**src/rtl/core/deq_pkg.sv**
```systemverilog
package deq_pkg;

	// ring size and derived widths
	localparam int DEPTH = 16;
	localparam int IDX_W = $clog2(DEPTH);
	localparam int CNT_W = $clog2(DEPTH + 1);
	localparam int SUM_W = CNT_W + 1;
	localparam int DATA_W = 32;

	// request codes
	localparam logic [1:0] CMD_PUSH_FRONT = 2'd0;
	localparam logic [1:0] CMD_PUSH_BACK  = 2'd1;
	localparam logic [1:0] CMD_POP_FRONT  = 2'd2;
	localparam logic [1:0] CMD_POP_BACK   = 2'd3;

	// result status codes
	localparam logic [1:0] STAT_OK        = 2'd0;
	localparam logic [1:0] STAT_UNDERFLOW = 2'd1;
	localparam logic [1:0] STAT_OVERFLOW  = 2'd2;

	// commands from controller to datapath
	typedef struct packed {
		logic load;
		logic exec;
	} ctl_cmd_t;

endpackage

```
**src/rtl/core/deq_ctrl.sv**
```systemverilog
module deq_ctrl (
	input  logic               clk,
	input  logic               arst_n,
	input  logic               s_tvalid,
	output logic               s_tready,
	output logic               m_tvalid,
	input  logic               m_tready,
	output deq_pkg::ctl_cmd_t  ctl
);
	import deq_pkg::*;

	localparam logic [1:0] S_IDLE = 2'd0;
	localparam logic [1:0] S_EXEC = 2'd1;
	localparam logic [1:0] S_OUT  = 2'd2;

	logic [1:0] state_q;
	logic [1:0] state_d;

	// next state
	always_comb begin
		state_d = state_q;
		case (state_q)
			S_IDLE: begin
				if (s_tvalid) state_d = S_EXEC;
			end
			S_EXEC: begin
				state_d = S_OUT;
			end
			S_OUT: begin
				if (m_tready) state_d = S_IDLE;
			end
			default: begin
				state_d = S_IDLE;
			end
		endcase
	end

	always_ff @(posedge clk or negedge arst_n) begin
		if (!arst_n) begin
			state_q <= S_IDLE;
		end else begin
			state_q <= state_d;
		end
	end

	// handshake and datapath commands
	assign s_tready = (state_q == S_IDLE);
	assign m_tvalid = (state_q == S_OUT);
	assign ctl.load = s_tready && s_tvalid;
	assign ctl.exec = (state_q == S_EXEC);

endmodule

```
**src/rtl/core/deq_dp.sv**
```systemverilog
module deq_dp (
	input  logic                            clk,
	input  logic                            arst_n,
	input  deq_pkg::ctl_cmd_t               ctl,
	input  logic [1:0]                      cmd,
	input  logic signed [deq_pkg::DATA_W-1:0] push_value,
	output logic signed [deq_pkg::DATA_W-1:0] pop_value,
	output logic [1:0]                      status
);
	import deq_pkg::*;

	logic [DATA_W-1:0] mem [DEPTH];
	logic [1:0]        cmd_q;
	logic [DATA_W-1:0] val_q;
	logic [IDX_W-1:0]  front_q;
	logic [CNT_W-1:0]  count_q;
	logic [DATA_W-1:0] rdata_q;
	logic [1:0]        status_q;
	logic              pop_ok_q;

	logic              full;
	logic              empty;
	logic [IDX_W-1:0]  front_dec;
	logic [IDX_W-1:0]  front_inc;
	logic [SUM_W-1:0]  back_sum;
	logic [SUM_W-1:0]  last_sum;
	logic [IDX_W-1:0]  back_idx;
	logic [IDX_W-1:0]  last_idx;
	logic [IDX_W-1:0]  addr;
	logic              wr_en;
	logic              ok;
	logic [1:0]        status_d;
	logic [IDX_W-1:0]  front_d;
	logic [CNT_W-1:0]  count_d;

	// request capture
	always_ff @(posedge clk) begin
		if (ctl.load) begin
			cmd_q <= cmd;
			val_q <= push_value;
		end
	end

	// ring index arithmetic
	always_comb begin
		full      = (count_q == CNT_W'(DEPTH));
		empty     = (count_q == '0);
		front_dec = (front_q == '0) ? IDX_W'(DEPTH - 1) : front_q - 1'b1;
		front_inc = (front_q == IDX_W'(DEPTH - 1)) ? '0 : front_q + 1'b1;
		back_sum  = SUM_W'(front_q) + SUM_W'(count_q);
		last_sum  = back_sum - 1'b1;
		back_idx  = (back_sum >= SUM_W'(DEPTH)) ? IDX_W'(back_sum - SUM_W'(DEPTH))
		                                        : IDX_W'(back_sum);
		last_idx  = (last_sum >= SUM_W'(DEPTH)) ? IDX_W'(last_sum - SUM_W'(DEPTH))
		                                        : IDX_W'(last_sum);
	end

	// per-request address, status and next indices
	always_comb begin
		addr     = front_q;
		wr_en    = 1'b0;
		ok       = 1'b0;
		status_d = STAT_OK;
		front_d  = front_q;
		count_d  = count_q;
		case (cmd_q)
			CMD_PUSH_FRONT: begin
				addr = front_dec;
				if (full) begin
					status_d = STAT_OVERFLOW;
				end else begin
					wr_en   = 1'b1;
					front_d = front_dec;
					count_d = count_q + 1'b1;
				end
			end
			CMD_PUSH_BACK: begin
				addr = back_idx;
				if (full) begin
					status_d = STAT_OVERFLOW;
				end else begin
					wr_en   = 1'b1;
					count_d = count_q + 1'b1;
				end
			end
			CMD_POP_FRONT: begin
				addr = front_q;
				if (empty) begin
					status_d = STAT_UNDERFLOW;
				end else begin
					ok      = 1'b1;
					front_d = front_inc;
					count_d = count_q - 1'b1;
				end
			end
			CMD_POP_BACK: begin
				addr = last_idx;
				if (empty) begin
					status_d = STAT_UNDERFLOW;
				end else begin
					ok      = 1'b1;
					count_d = count_q - 1'b1;
				end
			end
			default: begin
				addr = front_q;
			end
		endcase
	end

	// ring store, registered read
	always_ff @(posedge clk) begin
		if (ctl.exec) begin
			if (wr_en) mem[addr] <= val_q;
			rdata_q <= mem[addr];
		end
	end

	// ring indices and result status
	always_ff @(posedge clk or negedge arst_n) begin
		if (!arst_n) begin
			front_q  <= '0;
			count_q  <= '0;
			status_q <= STAT_OK;
			pop_ok_q <= 1'b0;
		end else if (ctl.exec) begin
			front_q  <= front_d;
			count_q  <= count_d;
			status_q <= status_d;
			pop_ok_q <= ok;
		end
	end

	assign pop_value = pop_ok_q ? rdata_q : '0;
	assign status    = status_q;

endmodule

```
**src/rtl/core/double_ended_queue.sv**
```systemverilog
// channel  | dir | fields (low bit first)            | handshake
// ---------+-----+-----------------------------------+----------------------
// s_       | in  | tdata: push_value[31:0]           | s_tvalid / s_tready
//          |     | tuser: cmd[1:0]                   |
// m_       | out | tdata: pop_value[31:0]            | m_tvalid / m_tready
//          |     | tuser: status[1:0]                |
//
// one request at a time (single-request controller): accept, then the ring
// store access with a registered read, then the result is held on m_ until taken.
// arst_n clears the front index, the count and the controller; the store itself
// is not cleared. s_tready stays low from acceptance until the result is taken.
module double_ended_queue (
	input  logic        clk,
	input  logic        arst_n,
	input  logic        s_tvalid,
	output logic        s_tready,
	input  logic [31:0] s_tdata,  // push_value[31:0]
	input  logic [1:0]  s_tuser,  // cmd[1:0]
	output logic        m_tvalid,
	input  logic        m_tready,
	output logic [31:0] m_tdata,  // pop_value[31:0]
	output logic [1:0]  m_tuser   // status[1:0]
);
	import deq_pkg::*;

	ctl_cmd_t                 ctl;
	logic signed [DATA_W-1:0] pop_value;

	// controller
	deq_ctrl u_ctrl (
		.clk      (clk),
		.arst_n   (arst_n),
		.s_tvalid (s_tvalid),
		.s_tready (s_tready),
		.m_tvalid (m_tvalid),
		.m_tready (m_tready),
		.ctl      (ctl)
	);

	// datapath
	deq_dp u_dp (
		.clk        (clk),
		.arst_n     (arst_n),
		.ctl        (ctl),
		.cmd        (s_tuser),
		.push_value (s_tdata),
		.pop_value  (pop_value),
		.status     (m_tuser)
	);

	assign m_tdata = pop_value;

endmodule

```
**config.mk**
```make
export PLATFORM = sky130hd
export DESIGN_NAME = double_ended_queue
export DESIGN_NICKNAME = d
export VERILOG_FILES = /design/src/rtl/core/deq_pkg.sv /design/src/rtl/core/deq_ctrl.sv /design/src/rtl/core/deq_dp.sv /design/src/rtl/core/double_ended_queue.sv
export SDC_FILE = /design/constraint.sdc
export NUM_CORES = 1
export LEC_CHECK = 0
export ABC_AREA = 0
export ABC_CLOCK_PERIOD_IN_PS = 5220
export BUFFER_PORTS_ARGS = -buffer_cell sky130_fd_sc_hd__buf_2
export CAP_MARGIN = 30
export CORE_UTILIZATION = 55
export DETAILED_ROUTE_END_ITERATION = 7
export MAX_ROUTING_LAYER = met4
export PLACE_DENSITY_LB_ADDON = 0.15
export SYNTH_ARGS = -nofsm -noshare
export SYNTH_HDL_FRONTEND = slang
export SYNTH_SLANG_ARGS = --single-unit
```
**constraint.sdc**
```tcl
create_clock -name clk -period 5.22 [get_ports clk]
set_input_delay 0.261 -clock clk [delete_from_list [all_inputs] [get_ports clk]]
set_output_delay 0.261 -clock clk [all_outputs]
set_load 0.01 [all_outputs]
```
Yosys cells after proc, flatten, opt, wreduce, memory -nomap -nowiden:

Memories as Yosys holds them, arrays and structs flattened. A register that Yosys moved wholly into a read port is not among the register bits.
Cells that the tools add are included.

* bits in registers: 48
* logic and storage cells: 67
* output and inout port bits: 36
* memories: 1
* memory bits (writable): 512
* input port bits: 38

Memories
* u_dp.mem: depth 16, width 32, rd ports 1, clocked after memory_dff 1, wr ports 1, line deq_dp.sv:12 `logic [DATA_W-1:0] mem [DEPTH];`

* mux-type cells: 25
* $add $sub $neg: 8
* reduce and logical (&&, ||, !) cells: 11
* eq/ne operators: 13
* magnitude comparators: 2

Operators with widths (number)
* 32-bit 2-to-1 mux: 1
* 4-bit 2-to-1 mux: 6
* 4-bit one-hot mux with 4 select lines: 1
* 6-bit by 5-bit greater-or-equal comparator with 1-bit output, second input constant: 2
* 4-bit by 1-bit subtractor with 4-bit output, second input constant: 3
* 5-bit 2-to-1 mux: 2
* 2-bit != test, second input constant: 5
* 5-bit one-hot mux with 2 select lines: 1
* 1-bit 2-to-1 mux: 8
* 4-bit one-hot mux with 2 select lines: 1
* 4-bit by 5-bit adder with 6-bit output: 1
* 2-bit == test, second input constant: 3
* 2-bit 2-to-1 mux: 3
* 2-bit one-hot mux with 3 select lines: 1
* 6-bit by 1-bit subtractor with 6-bit output, second input constant: 1
* 5-bit by 1-bit adder with 5-bit output, second input constant: 1
* 5-bit == test, second input constant: 1
* 5-bit zero test: 1
* 5-bit by 1-bit subtractor with 5-bit output, second input constant: 1
* 4-bit by 1-bit adder with 4-bit output, second input constant: 1
* 2-bit by 1-bit == test with 1-bit output, second input constant: 2
* 4-bit == test, second input constant: 1
* 2-bit zero test: 2
* 4-bit zero test: 1
* 8 further kinds: 9

Logic depth before layout (Yosys ltp):

* depth after elaboration: 6
* depth in mapped cells: 12
* depth with buffers taken out: 10

By module:

A second synthesis with hierarchy kept.

* cell total of the unflattened synthesis: 1610
* area, all modules: 23461.3 um2

Modules (own cells, without submodules)
* deq_dp: area each 23371.2 um2, seq. area each 17656.9 um2, instances 1, cells each 1601
* deq_ctrl: area each 90.1 um2, seq. area each 50.0 um2, instances 1, cells each 9

Worst setup path after synthesis:

Ideal clock, no wire load.

* kind: register -> register
* start: register u_dp.count_q[0]
* end: memory u_dp.mem[10][0], enable pin
* data arrival time: 4.734 ns
* data required time: 4.759 ns
* library setup time: 0.461 ns
* buffers on the path: 2
* cell stages (with the launch flop): 11
* slack: 0.025 ns
* period minus slack after synthesis: 5.195 ns
* cell sequence: dfrtp_1 > ha_1 > fa_1 > xor2_1 > nor4b_2 > xnor3_1 > a22oi_4 > buf_6 > buf_6 > nand2_1 > nor3_1

* cells in the longest elaborated chain, start to end: 6
* elaborated cells on any way between the ends: 15
* classes of those cells: add/sub: 4; order compare: 2; eq/ne: 1; mux: 8

RTL lines
* start, declared: line deq_dp.sv:16 `logic [CNT_W-1:0] count_q;`
* start signal, assigned: line deq_dp.sv:128 `count_q <= count_d;`
* parallel branches: the longest is 6 deep, another holds 4-bit by 5-bit adder with 6-bit output
* end, declared: line deq_dp.sv:12

Parallel ways; which one is timed is not known.

Worst setup path in the final report:

* start: register u_dp.count_q[0]
* end: register u_dp.rdata_q[11] (read register of u_dp.mem), data pin

* cells in the longest elaborated chain, start to end: 5
* elaborated cells on any way between the ends: 9
* classes of those cells: add/sub: 4; order compare: 2; mux: 3

RTL lines
* 4-bit by 5-bit adder with 6-bit output *: line deq_dp.sv:50 `back_sum = SUM_W'(front_q) + SUM_W'(count_q);`
* 6-bit by 1-bit subtractor with 6-bit output: line deq_dp.sv:51 `last_sum = back_sum - 1'b1;`
* 6-bit by 5-bit greater-or-equal comparator with 1-bit output or 4-bit by 1-bit subtractor with 4-bit output (tied branches): line deq_dp.sv:54 `last_idx = (last_sum >= SUM_W'(DEPTH)) ? IDX_W'(last_sum - SUM_W'(DEPTH))`
* 4-bit 2-to-1 mux: line deq_dp.sv:54
* 4-bit one-hot mux with 4 select lines *: line deq_dp.sv:66 `case (cmd_q)`
* end, declared: line deq_dp.sv:17 `logic [DATA_W-1:0] rdata_q;`

Mark *: on every way between the ends. The rest lies on a longest branch, timed or not.
A chain may end at the register's enable or synchronous reset.

==> out/summary.json <==
{
  "cts": {
    "cts_max_path_buffers": 3,
    "htree_levels": 2,
    "worst_setup_hold_path_clk_slew_ns": 0.06,
    "post_cts.repair.setup_buffers": 0,
    "clock-sinks": 592,
    "clk_latency_ns": 0.60,
    "cts_made_buffers": 58,
    "cts_tree": "built",
    "cts.root.buffer_cell": "sky130_fd_sc_hd__clkbuf_16"
  },
  "critical_path": {
    "critPathMaxFanout": 39,
    "kind_of_end_point_of_the_critical_path": "register",
    "worst_setup_path_start_kind": "register",
    "worstSetupStartpoint": "u_dp.count_q[0]$_DFFE_PN0P_",
    "critical_path_arrival_ns": 4.06,
    "worst-setup-path-type": "register to register",
    "reg2reg_from": "u_dp.count_q[0]$_DFFE_PN0P_",
    "critical_path_required_time_ns": 5.56
  },
  "min_path": {
    "worst_hold_path_type": "input pin to async pin"
  },
  "final_layout": {
    "multi_input_comb_area_um2": 5010,
    "final_cells": 1760,
    "finalNetCount": 1234,
    "number_of_antenna_diodes": 0,
    "nFillCells": 2795,
    "area_growth_pct": 14.63,
    "drive_above_1_share": 0.2728,
    "layout.area.seq_um2": 17710
  },
  "power_and_ir_drop": {
    "p_per_area_nw_per_um2": 619.5,
    "p_leak_nw": 8.805,
    "sw_frac_of_total": 0.3131,
    "net-switching-power_w": 0.005094,
    "power.share.sequential": 0.392,
    "power.share.clock": 0.234,
    "worst_ir_drop_vdd_mv": 0.8429,
    "p_comb_frac": 0.374,
    "cell_internal_pwr_w": 0.01118
  },
  "yosys": {
    "synth.net_count": 1078,
    "synth-edff-count": 578,
    "main_combinational_cell_family_by_area_after_synthesis": "multiplexers",
    "netlist_top_cells_area": "sky130_fd_sc_hd__edfxtp_1, sky130_fd_sc_hd__mux4_2, sky130_fd_sc_hd__mux2i_1, sky130_fd_sc_hd__dfrtp_1, sky130_fd_sc_hd__and2_1",
    "mappedNetlistArea_um2": 22920,
    "post_synth_and_or_nand_nor_area_fraction": 0.02189,
    "synth.distinct_cells": 46,
    "synthCells": 1029,
    "ys_seq_elements": 592,
    "yosys-mux-area-fraction": 0.1691,
    "syn-mean-instance-area_um2": 22.27,
    "yosysSeqAreaShare": 0.7727,
    "yosys.area.top_type": "sky130_fd_sc_hd__edfxtp_1",
    "synth_largest_type_area_fraction": 0.7574,
    "synthArstFlopShare": 0.02365,
    "synth_fa_ha_area_frac": 0.006661,
    "dominantRegCellSynth": "sky130_fd_sc_hd__edfxtp_1",
    "synth_compound_gate_area_share": 0.01021,
    "netlist_top_cells_count": "sky130_fd_sc_hd__edfxtp_1, sky130_fd_sc_hd__mux4_2, sky130_fd_sc_hd__mux2i_1",
    "yosys.cell_count.top_type": "sky130_fd_sc_hd__edfxtp_1",
    "synthXorXnorAreaFrac": 0.004805,
    "yosys_warnings": 0
  },
  "grt": {
    "maximum_number_of_pins_on_one_net_before_global_route_repair": 86,
    "antenna_found_initial": 0,
    "wire_length_of_the_first_global_routing_pass_mm": 67.15,
    "groute.usage.overall": 0.2287,
    "grt_overflow_total": 0,
    "first_global_vias": 10570
  },
  "die": {
    "die_area_um2": 42490,
    "floorplan.initialDensity": 0.5600,
    "io_pins": 74,
    "core_area_um2": 40920,
    "floorplan.die.width_um": 206.1,
    "die_height_um": 206.1,
    "std_cell_rows": 74
  },
  "routing": {
    "initialDrtViolationCount": 910,
    "detail_route.vias_per_cell": 5.952,
    "via_count": 10480,
    "route.antenna.remaining_nets": 0,
    "drt-pass1-iter-count": 4,
    "drt_wl_total_mm": 45.12,
    "route.detailed.wl_per_inst_um": 25.64,
    "drt_drc_violations_left": 0
  },
  "placed_design": {
    "place_congestion": 0.8022,
    "place_inst": 1620,
    "dp_slack_ns": 1.446,
    "port-buffer-count": 73,
    "post-dp-hpwl_mm": 23.45
  },
  "timing": {
    "fmax_mhz": 268.9,
    "totalNegativeSetupSlack_ns": 0,
    "fin_skew_ns": 0.01157,
    "timing.final.max_slew_violations": 0,
    "worst_hold_slack_ns": 0.09753,
    "max_slew.worst_pin.slew_ns": 0.9981,
    "setup_violations": 0,
    "max-slew-margin-rel": 0.3346,
    "final_period_minus_worst_setup_slack_ns": 3.719,
    "number_of_hold_violations_in_the_final_report": 0,
    "final_worst_path_period_share": 0.7125,
    "fin_ws_ns": 1.501,
    "unrepaired_setup_endpoints_after_global_routing": "no"
  },
  "flow_run": {
    "maxcap_viol_count": 0
  },
  "run_status": {
    "run_status": "finished, final reports clean"
  }
}
[layer usage]
layer,routed length [um],track usage
met2,22060,0.3559
met4,1097,0.07274
met1,19940,0.3193
met5,0,-
met3,2026,0.02917
[layout by cell type (no fill, tap or decap), drive strengths merged, types with 2 or more instances in the layout]
cell         synthesis  final
edfxtp             578    578
mux4               128    128
buf                 34    109
mux2i               97     97
clkbuf              16     66
dlygate4sd3          0     37
and2                35     35
clkinv               0     32
nand2               21     21
nor2                21     21
dfrtp               14     14
a21oi                9      9
ha                   9      9
inv                  8      9
o21ai                8      8
xnor2                7      7
nand2b               5      5
nor3                 5      5
a21o                 4      4
xor2                 3      3
mux2                 2      2
o211ai               2      2
a31oi                2      2
fa                   2      2
clkinvlp             0      2
bufinv               0      2
[cell families (layout without fill, tap and decap cells)]
group / Yosys count / in the layout
flops: 592 / 592
mux: 227 / 227
simple gates: 96 / 96
buf+inv: 58 / 257
compound gates: 34 / 34
fa+ha+maj: 11 / 11
xor+xnor: 11 / 11
[state kept, by name, summed over array words and instances (netlist names)]
register        count
u_ctrl.state_q      2
u_dp.cmd_q          2
u_dp.count_q        5
u_dp.front_q        4
u_dp.mem          512
u_dp.pop_ok_q       1
u_dp.rdata_q       32
u_dp.status         2
u_dp.val_q         32
[worst max-delay path, cell delays in order, from the launching register on]
cell and delay [ns]:
sky130_fd_sc_hd__dfrtp_1 0.46, sky130_fd_sc_hd__ha_1 0.26, sky130_fd_sc_hd__fa_1 0.38, sky130_fd_sc_hd__xor2_1 0.18, sky130_fd_sc_hd__nor4b_2 0.27, sky130_fd_sc_hd__xnor3_1 0.39, sky130_fd_sc_hd__a22oi_4 0.23, sky130_fd_sc_hd__buf_4 0.59
sky130_fd_sc_hd__mux4_2 0.41, sky130_fd_sc_hd__mux2i_1 0.15, sky130_fd_sc_hd__mux2i_1 0.09
[layout make-up]
type	count	area share
well taps	532	0.02534
repair buffers	146	0.04334
clock buffers	66	0.05720
inverters	8	0.001143
flip-flops and latches	592	0.6741
clock inverters	37	0.008192
multi-input cells	379	0.1907
[per-stage QoR]
step,cell area (um2),power [W],util
after floorplan,22920,0.01114,-
after global placement,24130,0.01254,0.5897
after detailed placement,24180,0.01267,0.5909
after CTS,26270,0.01648,0.6419
after global routing,26270,0.01709,0.6419
final,26270,0.01627,0.6419
[power by group through the flow]
stage	Combinational, W	Clock [W]	Sequential (W)
after CTS	0.00622	0.00388	0.00638
after detailed placement	0.00618	0	0.00648
final	0.00608	0.00381	0.00638
after floorplan	0.00483	0	0.00631
after global routing	0.00661	0.00405	0.00644
after global placement	0.00607	0	0.00647
[path summary, 6_finish.rpt]
path,end,slack (ns),depth (start not counted)
worst max-delay path,u_dp.rdata_q[11]$_DFFE_PN_,1.50,10
worst min-delay path,u_dp.count_q[0]$_DFFE_PN0P_,0.1,2
worst max register to register,u_dp.rdata_q[11]$_DFFE_PN_,1.50,10
worst min register to register,u_dp.status[1]$_DFFE_PN0N_,0.49,1
max in group asynchronous,u_dp.front_q[1]$_DFFE_PN0P_,4.88,2
min in group clk,u_dp.val_q[10]$_DFFE_PP_,0.37,2
[timing repair]
action	CTS	global route
endpoints found under the setup margin	0	0
hold buffers	37	0
gates resized for setup	0	0
hold endpoints to repair	50	0
(Power assumes the default switching activity.)
